### config.mk
export PLATFORM = sky130hd
export DESIGN_NAME = bipolar_envelope_generator_flat
export DESIGN_NICKNAME = d
export VERILOG_FILES = /design/src/hdl/beg_pkg.sv /design/src/hdl/beg_if.sv /design/src/hdl/beg_ctrl.sv /design/src/hdl/beg_datapath.sv /design/src/hdl/bipolar_envelope_generator.sv /design/src/flat_wrapper.sv
export SDC_FILE = /design/constraint.sdc
export NUM_CORES = 1
export LEC_CHECK = 0
export ABC_AREA = 1
export BUFFER_PORTS_ARGS = -buffer_cell sky130_fd_sc_hd__buf_2
export CAP_MARGIN = 0
export CORE_MARGIN = 1
export CORE_UTILIZATION = 50
export DETAILED_ROUTE_END_ITERATION = 8
export PLACE_DENSITY_LB_ADDON = 0.1
export SETUP_SLACK_MARGIN = 0.4
export SYNTH_ARGS = -nofsm -noshare
export SYNTH_HDL_FRONTEND = slang
export SYNTH_SLANG_ARGS = --single-unit
### constraint.sdc
create_clock -name clk -period 5.5 [get_ports clk]
set_input_delay 0.825 -clock clk [delete_from_list [all_inputs] [get_ports clk]]
set_output_delay 0.825 -clock clk [all_outputs]
set_load 0.02 [all_outputs]
### src/hdl/beg_pkg.sv
// ----------------------------------------------------------------
// beg_pkg: shared definitions for the bipolar envelope generator
// codes, widths, constants and controller/datapath handshake types
// ----------------------------------------------------------------
package beg_pkg;

  localparam int MODE_W   = 2;
  localparam int TICKS_W  = 8;
  localparam int LEVEL_W  = 8;
  localparam int STAGE_W  = 2;
  localparam int DUR_W    = 15;
  localparam int COUNT_W  = 16;
  localparam int CFG_IDX_W = 2;
  localparam int CFG_DATA_W = 15;
  localparam int PROD_W   = DUR_W + LEVEL_W;

  // input item kinds
  localparam logic [MODE_W-1:0] MODE_TICK    = 2'd0;
  localparam logic [MODE_W-1:0] MODE_TRIGGER = 2'd1;
  localparam logic [MODE_W-1:0] MODE_RELEASE = 2'd2;

  // envelope stages
  localparam logic [STAGE_W-1:0] STAGE_IDLE    = 2'd0;
  localparam logic [STAGE_W-1:0] STAGE_ATTACK  = 2'd1;
  localparam logic [STAGE_W-1:0] STAGE_SUSTAIN = 2'd2;
  localparam logic [STAGE_W-1:0] STAGE_RELEASE = 2'd3;

  // configuration register indexes
  localparam logic [CFG_IDX_W-1:0] CFG_ATTACK  = 2'd0;
  localparam logic [CFG_IDX_W-1:0] CFG_DR      = 2'd1;
  localparam logic [CFG_IDX_W-1:0] CFG_SUSTAIN = 2'd2;
  localparam logic [CFG_IDX_W-1:0] CFG_INVERT  = 2'd3;

  localparam logic signed [LEVEL_W-1:0] ENV_PEAK = 8'sd127;
  localparam logic [DUR_W-1:0]          DR_RESET = 15'd400;
  localparam logic [COUNT_W-1:0]        COUNT_MAX = 16'hFFFF;

  typedef struct packed {
    logic load;
    logic advance;
    logic eval;
    logic mul;
    logic div_init;
    logic div_step;
    logic fix;
    logic emit;
  } cmd_t;

  typedef struct packed {
    logic interp;
    logic div_last;
    logic out_free;
  } status_t;

endpackage

### src/hdl/beg_if.sv
// ----------------------------------------------------------------
// beg_if: stream channels of the bipolar envelope generator
// input request channel and result channel, valid/ready handshake
// ----------------------------------------------------------------
interface beg_in_if;
  logic                          valid;
  logic                          ready;
  logic [beg_pkg::MODE_W-1:0]    mode;
  logic [beg_pkg::TICKS_W-1:0]   ticks_passed;

  modport source(output valid, output mode, output ticks_passed, input ready);
  modport sink(input valid, input mode, input ticks_passed, output ready);
endinterface

interface beg_out_if;
  logic                                valid;
  logic                                ready;
  logic signed [beg_pkg::LEVEL_W-1:0]  level_out;
  logic [beg_pkg::STAGE_W-1:0]         stage;

  modport source(output valid, output level_out, output stage, input ready);
  modport sink(input valid, input level_out, input stage, output ready);
endinterface

### src/hdl/beg_ctrl.sv
// ----------------------------------------------------------------
// beg_ctrl: sequencing controller
// walks one request: advance, eval, mul/div/fix if needed, emit
// ----------------------------------------------------------------
module beg_ctrl (
  input  logic             clk,
  input  logic             rst,
  input  logic             in_valid,
  output logic             in_ready,
  input  beg_pkg::status_t status,
  output beg_pkg::cmd_t    cmd
);

  localparam logic [3:0] S_IDLE  = 4'd0;
  localparam logic [3:0] S_ADV   = 4'd1;
  localparam logic [3:0] S_EVAL  = 4'd2;
  localparam logic [3:0] S_MUL   = 4'd3;
  localparam logic [3:0] S_DINIT = 4'd4;
  localparam logic [3:0] S_DIV   = 4'd5;
  localparam logic [3:0] S_FIX   = 4'd6;
  localparam logic [3:0] S_OUT   = 4'd7;

  logic [3:0] state;
  logic [3:0] state_next;

  always_ff @(posedge clk) begin
    if (rst) begin
      state <= S_IDLE;
    end else begin
      state <= state_next;
    end
  end

  assign in_ready = (state == S_IDLE);

  always_comb begin
    state_next = state;
    cmd = '0;
    case (state)
      S_IDLE: begin
        if (in_valid) begin
          cmd.load = 1'b1;
          state_next = S_ADV;
        end
      end
      S_ADV: begin
        cmd.advance = 1'b1;
        state_next = S_EVAL;
      end
      S_EVAL: begin
        cmd.eval = 1'b1;
        state_next = status.interp ? S_MUL : S_OUT;
      end
      S_MUL: begin
        cmd.mul = 1'b1;
        state_next = S_DINIT;
      end
      S_DINIT: begin
        cmd.div_init = 1'b1;
        state_next = S_DIV;
      end
      S_DIV: begin
        cmd.div_step = 1'b1;
        if (status.div_last) begin
          state_next = S_FIX;
        end
      end
      S_FIX: begin
        cmd.fix = 1'b1;
        state_next = S_OUT;
      end
      S_OUT: begin
        if (status.out_free) begin
          cmd.emit = 1'b1;
          state_next = S_IDLE;
        end
      end
      default: begin
        state_next = S_IDLE;
      end
    endcase
  end

endmodule

### src/hdl/beg_datapath.sv
// ----------------------------------------------------------------
// beg_datapath: envelope state, interpolation and result register
// shared 15x8 multiplier and 8-step restoring divider
// ----------------------------------------------------------------
module beg_datapath (
  input  logic                               clk,
  input  logic                               rst,
  input  logic                               cfg_write,
  input  logic [beg_pkg::CFG_IDX_W-1:0]      cfg_index,
  input  logic [beg_pkg::CFG_DATA_W-1:0]     cfg_data,
  input  beg_pkg::cmd_t                      cmd,
  output beg_pkg::status_t                   status,
  input  logic [beg_pkg::MODE_W-1:0]         mode_in,
  input  logic [beg_pkg::TICKS_W-1:0]        ticks_in,
  input  logic                               out_ready,
  output logic                               out_valid,
  output logic signed [beg_pkg::LEVEL_W-1:0] level_out,
  output logic [beg_pkg::STAGE_W-1:0]        stage_out
);

  // configuration
  logic [beg_pkg::DUR_W-1:0]          attack_ticks;
  logic [beg_pkg::DUR_W-1:0]          decay_release_ticks;
  logic signed [beg_pkg::LEVEL_W-1:0] sustain_level;
  logic                               invert;

  // request and envelope state
  logic [beg_pkg::MODE_W-1:0]         mode_q;
  logic [beg_pkg::TICKS_W-1:0]        ticks_q;
  logic [beg_pkg::STAGE_W-1:0]        stage_reg;
  logic [beg_pkg::COUNT_W-1:0]        tick_count;
  logic signed [beg_pkg::LEVEL_W-1:0] level_reg;
  logic signed [beg_pkg::LEVEL_W-1:0] release_start;

  // interpolation operands
  logic [beg_pkg::DUR_W-1:0]          off;
  logic [beg_pkg::DUR_W-1:0]          span;
  logic signed [beg_pkg::LEVEL_W-1:0] y0;
  logic                               diff_neg;
  logic [beg_pkg::LEVEL_W-1:0]        diff_mag;
  logic [beg_pkg::PROD_W-1:0]         prod;
  logic [beg_pkg::DUR_W-1:0]          rem;
  logic [beg_pkg::LEVEL_W-1:0]        quo;
  logic [2:0]                         div_cnt;

  // combinational helpers
  logic [beg_pkg::COUNT_W:0]          tick_sum;
  logic [beg_pkg::COUNT_W-1:0]        tick_sat;
  logic [beg_pkg::COUNT_W-1:0]        ad_sum;
  logic                               ad_end;
  logic                               in_decay;
  logic                               rel_end;
  logic signed [beg_pkg::LEVEL_W:0]   diff9;
  logic [beg_pkg::LEVEL_W:0]          diff9_abs;
  logic [beg_pkg::COUNT_W-1:0]        decay_off;
  logic [beg_pkg::COUNT_W:0]          trial;
  logic signed [beg_pkg::LEVEL_W:0]   q_signed;
  logic signed [beg_pkg::LEVEL_W:0]   fix_sum;
  logic signed [beg_pkg::LEVEL_W-1:0] out_lvl;

  always_ff @(posedge clk) begin
    if (rst) begin
      attack_ticks        <= '0;
      decay_release_ticks <= beg_pkg::DR_RESET;
      sustain_level       <= '0;
      invert              <= 1'b0;
    end else if (cfg_write) begin
      case (cfg_index)
        beg_pkg::CFG_ATTACK:  attack_ticks <= cfg_data;
        beg_pkg::CFG_DR:      decay_release_ticks <= cfg_data;
        beg_pkg::CFG_SUSTAIN: sustain_level <= cfg_data[beg_pkg::LEVEL_W-1:0];
        beg_pkg::CFG_INVERT:  invert <= cfg_data[0];
        default: ;
      endcase
    end
  end

  always_ff @(posedge clk) begin
    if (cmd.load) begin
      mode_q  <= mode_in;
      ticks_q <= ticks_in;
    end
  end

  // saturating tick advance
  assign tick_sum = {1'b0, tick_count} + {{(beg_pkg::COUNT_W + 1 - beg_pkg::TICKS_W){1'b0}}, ticks_q};
  assign tick_sat = tick_sum[beg_pkg::COUNT_W] ? beg_pkg::COUNT_MAX
                                               : tick_sum[beg_pkg::COUNT_W-1:0];

  // segment decisions on the advanced count
  assign ad_sum    = {1'b0, attack_ticks} + {1'b0, decay_release_ticks};
  assign ad_end    = (tick_count >= ad_sum);
  assign in_decay  = (tick_count >= {1'b0, attack_ticks});
  assign rel_end   = (tick_count >= {1'b0, decay_release_ticks});
  assign decay_off = tick_count - {1'b0, attack_ticks};

  always_comb begin
    if (stage_reg == beg_pkg::STAGE_RELEASE) begin
      diff9 = 9'sd0 - {release_start[beg_pkg::LEVEL_W-1], release_start};
    end else if (in_decay) begin
      diff9 = {sustain_level[beg_pkg::LEVEL_W-1], sustain_level}
              - {beg_pkg::ENV_PEAK[beg_pkg::LEVEL_W-1], beg_pkg::ENV_PEAK};
    end else begin
      diff9 = {beg_pkg::ENV_PEAK[beg_pkg::LEVEL_W-1], beg_pkg::ENV_PEAK};
    end
  end
  assign diff9_abs = diff9[beg_pkg::LEVEL_W] ? (9'd0 - diff9) : diff9;

  assign status.interp = (mode_q == beg_pkg::MODE_TICK) &&
                         (((stage_reg == beg_pkg::STAGE_ATTACK) && !ad_end) ||
                          ((stage_reg == beg_pkg::STAGE_RELEASE) && !rel_end));
  assign status.div_last = (div_cnt == 3'd7);
  assign status.out_free = !out_valid || out_ready;

  always_ff @(posedge clk) begin
    if (rst) begin
      stage_reg     <= beg_pkg::STAGE_IDLE;
      tick_count    <= '0;
      level_reg     <= '0;
      release_start <= '0;
    end else if (cmd.advance) begin
      case (mode_q)
        beg_pkg::MODE_TRIGGER: begin
          tick_count <= '0;
          stage_reg  <= beg_pkg::STAGE_ATTACK;
        end
        beg_pkg::MODE_RELEASE: begin
          tick_count    <= '0;
          release_start <= level_reg;
          stage_reg     <= beg_pkg::STAGE_RELEASE;
        end
        beg_pkg::MODE_TICK: begin
          case (stage_reg)
            beg_pkg::STAGE_IDLE:    level_reg <= '0;
            beg_pkg::STAGE_SUSTAIN: level_reg <= sustain_level;
            default:                tick_count <= tick_sat;
          endcase
        end
        default: ;
      endcase
    end else if (cmd.eval) begin
      if (mode_q == beg_pkg::MODE_TICK) begin
        if ((stage_reg == beg_pkg::STAGE_ATTACK) && ad_end) begin
          level_reg <= sustain_level;
          stage_reg <= beg_pkg::STAGE_SUSTAIN;
        end else if ((stage_reg == beg_pkg::STAGE_RELEASE) && rel_end) begin
          level_reg <= '0;
          stage_reg <= beg_pkg::STAGE_IDLE;
        end
      end
    end else if (cmd.fix) begin
      level_reg <= fix_sum[beg_pkg::LEVEL_W-1:0];
    end
  end

  // operand capture and multiply
  always_ff @(posedge clk) begin
    if (cmd.eval) begin
      diff_neg <= diff9[beg_pkg::LEVEL_W];
      diff_mag <= diff9_abs[beg_pkg::LEVEL_W-1:0];
      if (stage_reg == beg_pkg::STAGE_RELEASE) begin
        off  <= tick_count[beg_pkg::DUR_W-1:0];
        span <= decay_release_ticks;
        y0   <= release_start;
      end else if (in_decay) begin
        off  <= decay_off[beg_pkg::DUR_W-1:0];
        span <= decay_release_ticks;
        y0   <= beg_pkg::ENV_PEAK;
      end else begin
        off  <= tick_count[beg_pkg::DUR_W-1:0];
        span <= attack_ticks;
        y0   <= '0;
      end
    end
    if (cmd.mul) begin
      prod <= {{beg_pkg::LEVEL_W{1'b0}}, off} * {{beg_pkg::DUR_W{1'b0}}, diff_mag};
    end
  end

  // quotient stays below 256 since off < span, so eight steps suffice
  assign trial = {1'b0, rem, quo[beg_pkg::LEVEL_W-1]} - {2'b0, span};

  always_ff @(posedge clk) begin
    if (cmd.div_init) begin
      rem     <= prod[beg_pkg::PROD_W-1:beg_pkg::LEVEL_W];
      quo     <= prod[beg_pkg::LEVEL_W-1:0];
      div_cnt <= '0;
    end else if (cmd.div_step) begin
      div_cnt <= div_cnt + 3'd1;
      if (!trial[beg_pkg::COUNT_W]) begin
        rem <= trial[beg_pkg::DUR_W-1:0];
        quo <= {quo[beg_pkg::LEVEL_W-2:0], 1'b1};
      end else begin
        rem <= {rem[beg_pkg::DUR_W-2:0], quo[beg_pkg::LEVEL_W-1]};
        quo <= {quo[beg_pkg::LEVEL_W-2:0], 1'b0};
      end
    end
  end

  // truncation toward zero: divide magnitudes, then apply the sign
  assign q_signed = diff_neg ? (9'sd0 - $signed({1'b0, quo})) : $signed({1'b0, quo});
  assign fix_sum  = {y0[beg_pkg::LEVEL_W-1], y0} + q_signed;

  assign out_lvl = invert ? (8'sd0 - level_reg) : level_reg;

  always_ff @(posedge clk) begin
    if (rst) begin
      out_valid <= 1'b0;
    end else if (cmd.emit) begin
      out_valid <= 1'b1;
    end else if (out_ready) begin
      out_valid <= 1'b0;
    end
  end

  always_ff @(posedge clk) begin
    if (cmd.emit) begin
      level_out <= out_lvl;
      stage_out <= stage_reg;
    end
  end

endmodule

### src/hdl/bipolar_envelope_generator.sv
// ----------------------------------------------------------------
// bipolar_envelope_generator: linear attack/decay/sustain/release
// envelope with shared decay/release time and signed sustain level
// ----------------------------------------------------------------
// Each request on in_chan is a trigger, a release or a tick advance
// carrying elapsed ticks; each request yields exactly one result on
// out_chan with the level after the step (negated when invert is set)
// and the stage. Requests are handled one at a time. After a trigger,
// a release, the unused request code, a tick in idle or sustain, or a
// tick that ends attack/decay or release, the controller goes from
// advance and evaluate straight to the result; a tick that stays
// inside attack, decay or release also takes the interpolation path:
// one 15x8 multiply followed by an 8-step restoring divider that
// produces one quotient bit per cycle.
// The result register holds a finished result while the next request
// is taken; the block only stalls at the end of a request when the
// previous result is still unclaimed. Configuration registers (attack
// ticks, decay/release ticks, sustain level, invert) are written through
// cfg_write/cfg_index/cfg_data and must only change while idle.
// ----------------------------------------------------------------
module bipolar_envelope_generator (
  input  logic                               clk,
  input  logic                               rst,
  input  logic                               cfg_write,
  input  logic [beg_pkg::CFG_IDX_W-1:0]      cfg_index,
  input  logic [beg_pkg::CFG_DATA_W-1:0]     cfg_data,
  beg_in_if.sink                             in_chan,
  beg_out_if.source                          out_chan
);

  // command and status between controller and datapath
  beg_pkg::cmd_t    cmd;
  beg_pkg::status_t status;

  // controller: one request at a time, ready only when idle
  beg_ctrl u_ctrl (
    .clk      (clk),
    .rst      (rst),
    .in_valid (in_chan.valid),
    .in_ready (in_chan.ready),
    .status   (status),
    .cmd      (cmd)
  );

  // datapath: config, envelope state, mul/div and result register
  beg_datapath u_datapath (
    .clk       (clk),
    .rst       (rst),
    .cfg_write (cfg_write),
    .cfg_index (cfg_index),
    .cfg_data  (cfg_data),
    .cmd       (cmd),
    .status    (status),
    .mode_in   (in_chan.mode),
    .ticks_in  (in_chan.ticks_passed),
    .out_ready (out_chan.ready),
    .out_valid (out_chan.valid),
    .level_out (out_chan.level_out),
    .stage_out (out_chan.stage)
  );

endmodule

### src/flat_wrapper.sv
// flat-port wrapper written by rule: the top's interface ports become plain ports
module bipolar_envelope_generator_flat 
  (clk, rst, cfg_write, cfg_index, cfg_data, in_chan_valid, in_chan_mode, in_chan_ticks_passed, in_chan_ready, out_chan_valid, out_chan_level_out, out_chan_stage, out_chan_ready);
  beg_in_if in_chan_i ();
  beg_out_if out_chan_i ();
  input  logic clk;
  input  logic rst;
  input  logic cfg_write;
  input  logic [beg_pkg::CFG_IDX_W-1:0] cfg_index;
  input  logic [beg_pkg::CFG_DATA_W-1:0] cfg_data;
  input wire logic [$bits(in_chan_i.valid)-1:0] in_chan_valid;
  input wire logic [$bits(in_chan_i.mode)-1:0] in_chan_mode;
  input wire logic [$bits(in_chan_i.ticks_passed)-1:0] in_chan_ticks_passed;
  output wire logic [$bits(in_chan_i.ready)-1:0] in_chan_ready;
  output wire logic [$bits(out_chan_i.valid)-1:0] out_chan_valid;
  output wire logic [$bits(out_chan_i.level_out)-1:0] out_chan_level_out;
  output wire logic [$bits(out_chan_i.stage)-1:0] out_chan_stage;
  input wire logic [$bits(out_chan_i.ready)-1:0] out_chan_ready;
  assign in_chan_i.valid = in_chan_valid;
  assign in_chan_i.mode = in_chan_mode;
  assign in_chan_i.ticks_passed = in_chan_ticks_passed;
  assign in_chan_ready = in_chan_i.ready;
  assign out_chan_valid = out_chan_i.valid;
  assign out_chan_level_out = out_chan_i.level_out;
  assign out_chan_stage = out_chan_i.stage;
  assign out_chan_i.ready = out_chan_ready;
  bipolar_envelope_generator u_core (.clk(clk), .rst(rst), .cfg_write(cfg_write), .cfg_index(cfg_index), .cfg_data(cfg_data), .in_chan(in_chan_i), .out_chan(out_chan_i));
endmodule
# == Word level (Yosys, flattened, before mapping) ==
# Index checks and enable logic that the tools add are counted.
# word_totals
latch_bits,0
mem_count,0
output_inout_bits,12
regBits,194
input_bits,32
rom_bits,0
ramBits,0
elab_cells,146
# classes
magnitude_cmp,3
n_addsub,11
n_shift,0
n_bitwise,0
reduce_logical,32
n_mux,51
n_eq_ne,25
multipliers,1
div_mod_pow,0
# ops
operator,n
15-bit two-way mux,7
8-bit two-way mux,13
16-bit by 15-bit greater-or-equal comparator with 1-bit output,2
16-bit two-way mux,2
16-bit one-hot mux with 2 select lines,1
4-bit one-hot mux with 8 select lines,1
"1-bit by 8-bit subtractor with 8-bit output, first input constant",3
15-bit by 8-bit multiplier with 23-bit output,1
9-bit two-way mux,2
16-bit by 8-bit adder with 17-bit output,1
16-bit by 15-bit subtractor with 17-bit output,1
15-bit by 15-bit adder with 16-bit output,1
"4-bit by 3-bit == test with 1-bit output, second input constant",4
16-bit greater-or-equal comparator,1
8-bit one-hot mux with 2 select lines,1
15-bit subtractor,1
1-bit two-way mux,13
4-bit two-way mux,3
"2-bit == test, second input constant",5
2-bit two-way mux,5
2-bit AND reduction,5
2-bit nonzero test,5
"1-bit by 8-bit subtractor with 9-bit output, first input constant",1
"8-bit by 8-bit subtractor with 9-bit output, second input constant",1
other kinds (23),43

# == Logic depth before layout (Yosys ltp) ==
# logic_depth
depth_word,8
depth_mapped,26
depth_no_buf,25

# == By module ==
# A second synthesis with hierarchy kept.
# hier_totals
hier_cells,1994
hier_area_um2,15792.6
# modules_own_cells
module,n_inst,seq_area_each_um2,cells_each,area_per_inst_um2
beg_datapath,1,4934.7,1950,15541.2
beg_ctrl,1,60.1,44,251.5

# == Worst setup path after synthesis ==
# OpenSTA, ideal clock, no wires.
# synth_path
path_kind,reg-to-reg
startpoint,reg u_core.u_datapath.diff_mag[7] in the netlist's numbering
endpoint,"reg u_core.u_datapath.prod[20] in the netlist's numbering, data pin"
slack_ns,0.894
t_arrival_ns,4.349
required_time_ns,5.242
n_path_buf,1
setup_time_ns,0.258
synth_period_minus_slack_ns,4.606
path_stages_with_launch,19
cell_sequence,edfxtp_1 > clkbuf_1 > nand2_1 > fa_1 > fa_1 > inv_1 > fa_1 > inv_1 > fa_1 > inv_1 > ha_1 > a21o_1 > a31oi_1 > nand2_1 > a21oi_1 > o21bai_1 > nand3_1 > nand2_1 > xor2_1
# synth_via
elab_chain_cells,1
# synth_rtl
element,line,rtl
start: declaration,beg_datapath.sv:40,logic [beg_pkg::LEVEL_W-1:0] diff_mag;
start signal: assignment,beg_datapath.sv:160,diff_mag <= diff9_abs[beg_pkg::LEVEL_W-1:0];
15-bit by 8-bit multiplier with 23-bit output,beg_datapath.sv:176,"prod <= {{beg_pkg::LEVEL_W{1'b0}}, off} * {{beg_pkg::DUR_W{1'b0}}, diff_mag};"
end signal: assignment,beg_datapath.sv:176,
end: declaration,beg_datapath.sv:41,logic [beg_pkg::PROD_W-1:0] prod;
# No other way between the ends.
# A chain may end at the register's enable or synchronous reset.

# == Worst setup path in the final report ==
# Ends and elaborated chain as after synthesis.

==> metrics.txt <==
DR vias roughly 13000; max reg flops 23; Hold Crit Start u_core.u_datapath.div_cnt[1]$_SDFFE_PP0P_; die area 32500 um2; Avg Inst Size Synth between 7 and 8 um2; pin count of the biggest net entering global routing 56; actual slew at the worst max-slew pin between 1 and 1.5 ns; first-pass GRT wire length approximately 65000 um; commonest non-fill, non-tap cell in the layout nand2_1; sequential element share of the synthesized area 0.315; Post-Syn Instances between 1500 and 2000; drt via density roughly 5.3; Critical Path End Type flop; Top FF cell, synth edfxtp_1; Top reg by flops u_core.u_datapath.prod; layout cell share with drive strength beyond 1 0.0837; Worst EP arrival 5.12 ns; Mapped Nets 2257; CTS Buf Count 17; crit path launch type flop; overall global routing resource usage 0.255; RR Startpoint u_core.u_datapath.diff_mag[7]$_DFFE_PP_; initial antenna violation count 0; routed len/inst 16.6 um; GPL Wtd Cong between 0.8 and 0.9; htree depth 4; Worst Hold Class reg -> reg; Iter 0 DRT Violations approximately 970; setup tns final 0 ns; Critical Path Fanout Max 5; final setup fails 0; Final Slew Violations 0; Fin. Hold Viols 0; router iterations before antenna repair 5; RSZ-0062 raised after global routing true; Seq cells post-synth ~190; Synth Warn # 0; worst clock skew between 0.01 and 0.015 ns; worst rel slew slack 0.289; effective utilization at floorplan 0.514; Distinct cells, synth 54; clock root cell clkbuf_16; Max-cap violations 0; CTS max path bufs 2; Die H approximately 180 um; # DRC 0; number of fillers in the final layout a little under 3000; nets@finish roughly 2300; die width 180 um; total gr overflow 0; Post-Syn Area 15900 um2; highest clock rate 204 MHz; Period Utilization, post-route 0.892; count of input and output buffers 43; crit path kind reg -> reg; HPWL after DPL between 30000 and 40000 um; Sink Count slightly below 200; most frequent cells in the layout nand2_1, inv_1, a21oi_1; status complete, no violations; asr flop ratio synth 0; Syn-to-layout area delta 7.91%; CTS tree done; # diodes 0; WP data required between 5 and 6 ns; wirelength, routed just over 40000 um; largest registers u_core.u_datapath.prod: 23 flops, u_core.u_datapath.tick_count: 16 flops; Post-synth EDFFs approximately 110; Core ar. 30900 um2; crit path time final roughly 5 ns; Row Count 64; clock transition at the registers of the reported paths around 0.080 ns; vias in the first global route roughly 12000; Worst Setup SP u_core.u_datapath.diff_mag[7]$_DFFE_PP_; io pins 44; antenna viol nets, final 0; Clk Latency, worst-skew pair 0.46 ns
## stage by stage
step           setup slack (ns)  hold WS (ns)  cell area, um2  utilization  cells
2_1_floorplan             0.894         0.445           15900            -   1999
3_3_place_gp              0.588         0.452           16400        0.531   2391
3_5_place_dp              0.532         0.461           16400        0.531   2391
4_1_cts                   0.492         0.471           17000        0.549   2423
5_1_grt                   0.392         0.502           17100        0.554   2438
6_report                  0.593         0.468           17100        0.554   2438
## layer usage
layer / vias up / GRT usage / part of all wire / wire [um]
li1: 6510 / - / - / -
met1: 6145 / 0.351 / 0.47 / 18900
met2: 296 / 0.416 / 0.47 / 18800
met3: 42 / 0.0386 / 0.045 / 1830
met4: 0 / 0.0752 / 0.023 / 912
met5: - / 0 / 0 / 0
## worst max-delay path, cell delays in order, from the launching register on
cell	delay [ns]
edfxtp_1	0.48
buf_4	0.20
nand2_1	0.05
inv_1	0.06
fa_1	0.52
fa_1	0.52
fa_1	0.55
inv_1	0.06
fa_1	0.52
inv_1	0.05
ha_1	0.35
a21oi_1	0.20
inv_1	0.06
a31oi_1	0.22
nand2_1	0.14
a21oi_2	0.26
o21bai_1	0.14
nand3_1	0.08
nand2_1	0.06
xor2_1	0.14
## timing repair
action / CTS / global route
setup endpoints to repair: 0 / 6
resized for setup: 0 / 2
hold buffers: 0 / 0
buffers inserted: 0 / 15
## cell families (layout without fill, tap and decap cells)
| family | Yosys count | count (layout) | synth area share |
|---|---|---|---|
| AO/OA/AOI/OAI | 374 | 374 | 0.129 |
| XOR/XNOR | 82 | 82 | 0.0452 |
| adder cells (fa/ha/maj) | 226 | 226 | 0.217 |
| buffers and inverters | 420 | 463 | 0.102 |
| flip-flops | 193 | 193 | 0.315 |
| multiplexers | 1 | 1 | 0.000709 |
| AND/OR/NAND/NOR | 703 | 703 | 0.191 |
## final timing paths
kind	end	slack (ns)	cells after the start
setup reg to reg	u_core.u_datapath.prod[20]$_DFFE_PN_	0.59	19
hold reg to reg	u_core.u_datapath.div_cnt[1]$_SDFFE_PP0P_	0.47	2
hold / removal	u_core.u_datapath.div_cnt[1]$_SDFFE_PP0P_	0.47	2
setup / recovery	u_core.u_datapath.prod[20]$_DFFE_PN_	0.59	19
## cells in the mapped netlist, drive strengths merged (45+ instances only)
library cell / number / area [um2]
nand2: 467 / 1820
inv: 362 / 1360
o21ai: 168 / 860
a21oi: 152 / 772
ha: 143 / 1790
edfxtp: 113 / 3390
nor2: 103 / 412
fa: 83 / 1660
dfxtp: 80 / 1600
nand3: 72 / 410
xor2: 53 / 464
clkbuf: 45 / 169
## layout make-up
| class | count | area (um2) | area share |
|---|---|---|---|
| timing repair buffer | 69 | 445 | 0.0260 |
| tap | 396 | 495 | 0.0289 |
| sequential | 193 | 4990 | 0.292 |
| inverter | 362 | 1360 | 0.0793 |
| multi-input combinational | 1386 | 9270 | 0.541 |
| clock inverter | 14 | 138 | 0.00803 |
| clock buffer | 18 | 430 | 0.0251 |
Power is left out: the tool's default activity adds up to more than one toggle a clock period on the data nets, which glitch-free logic cannot reach.
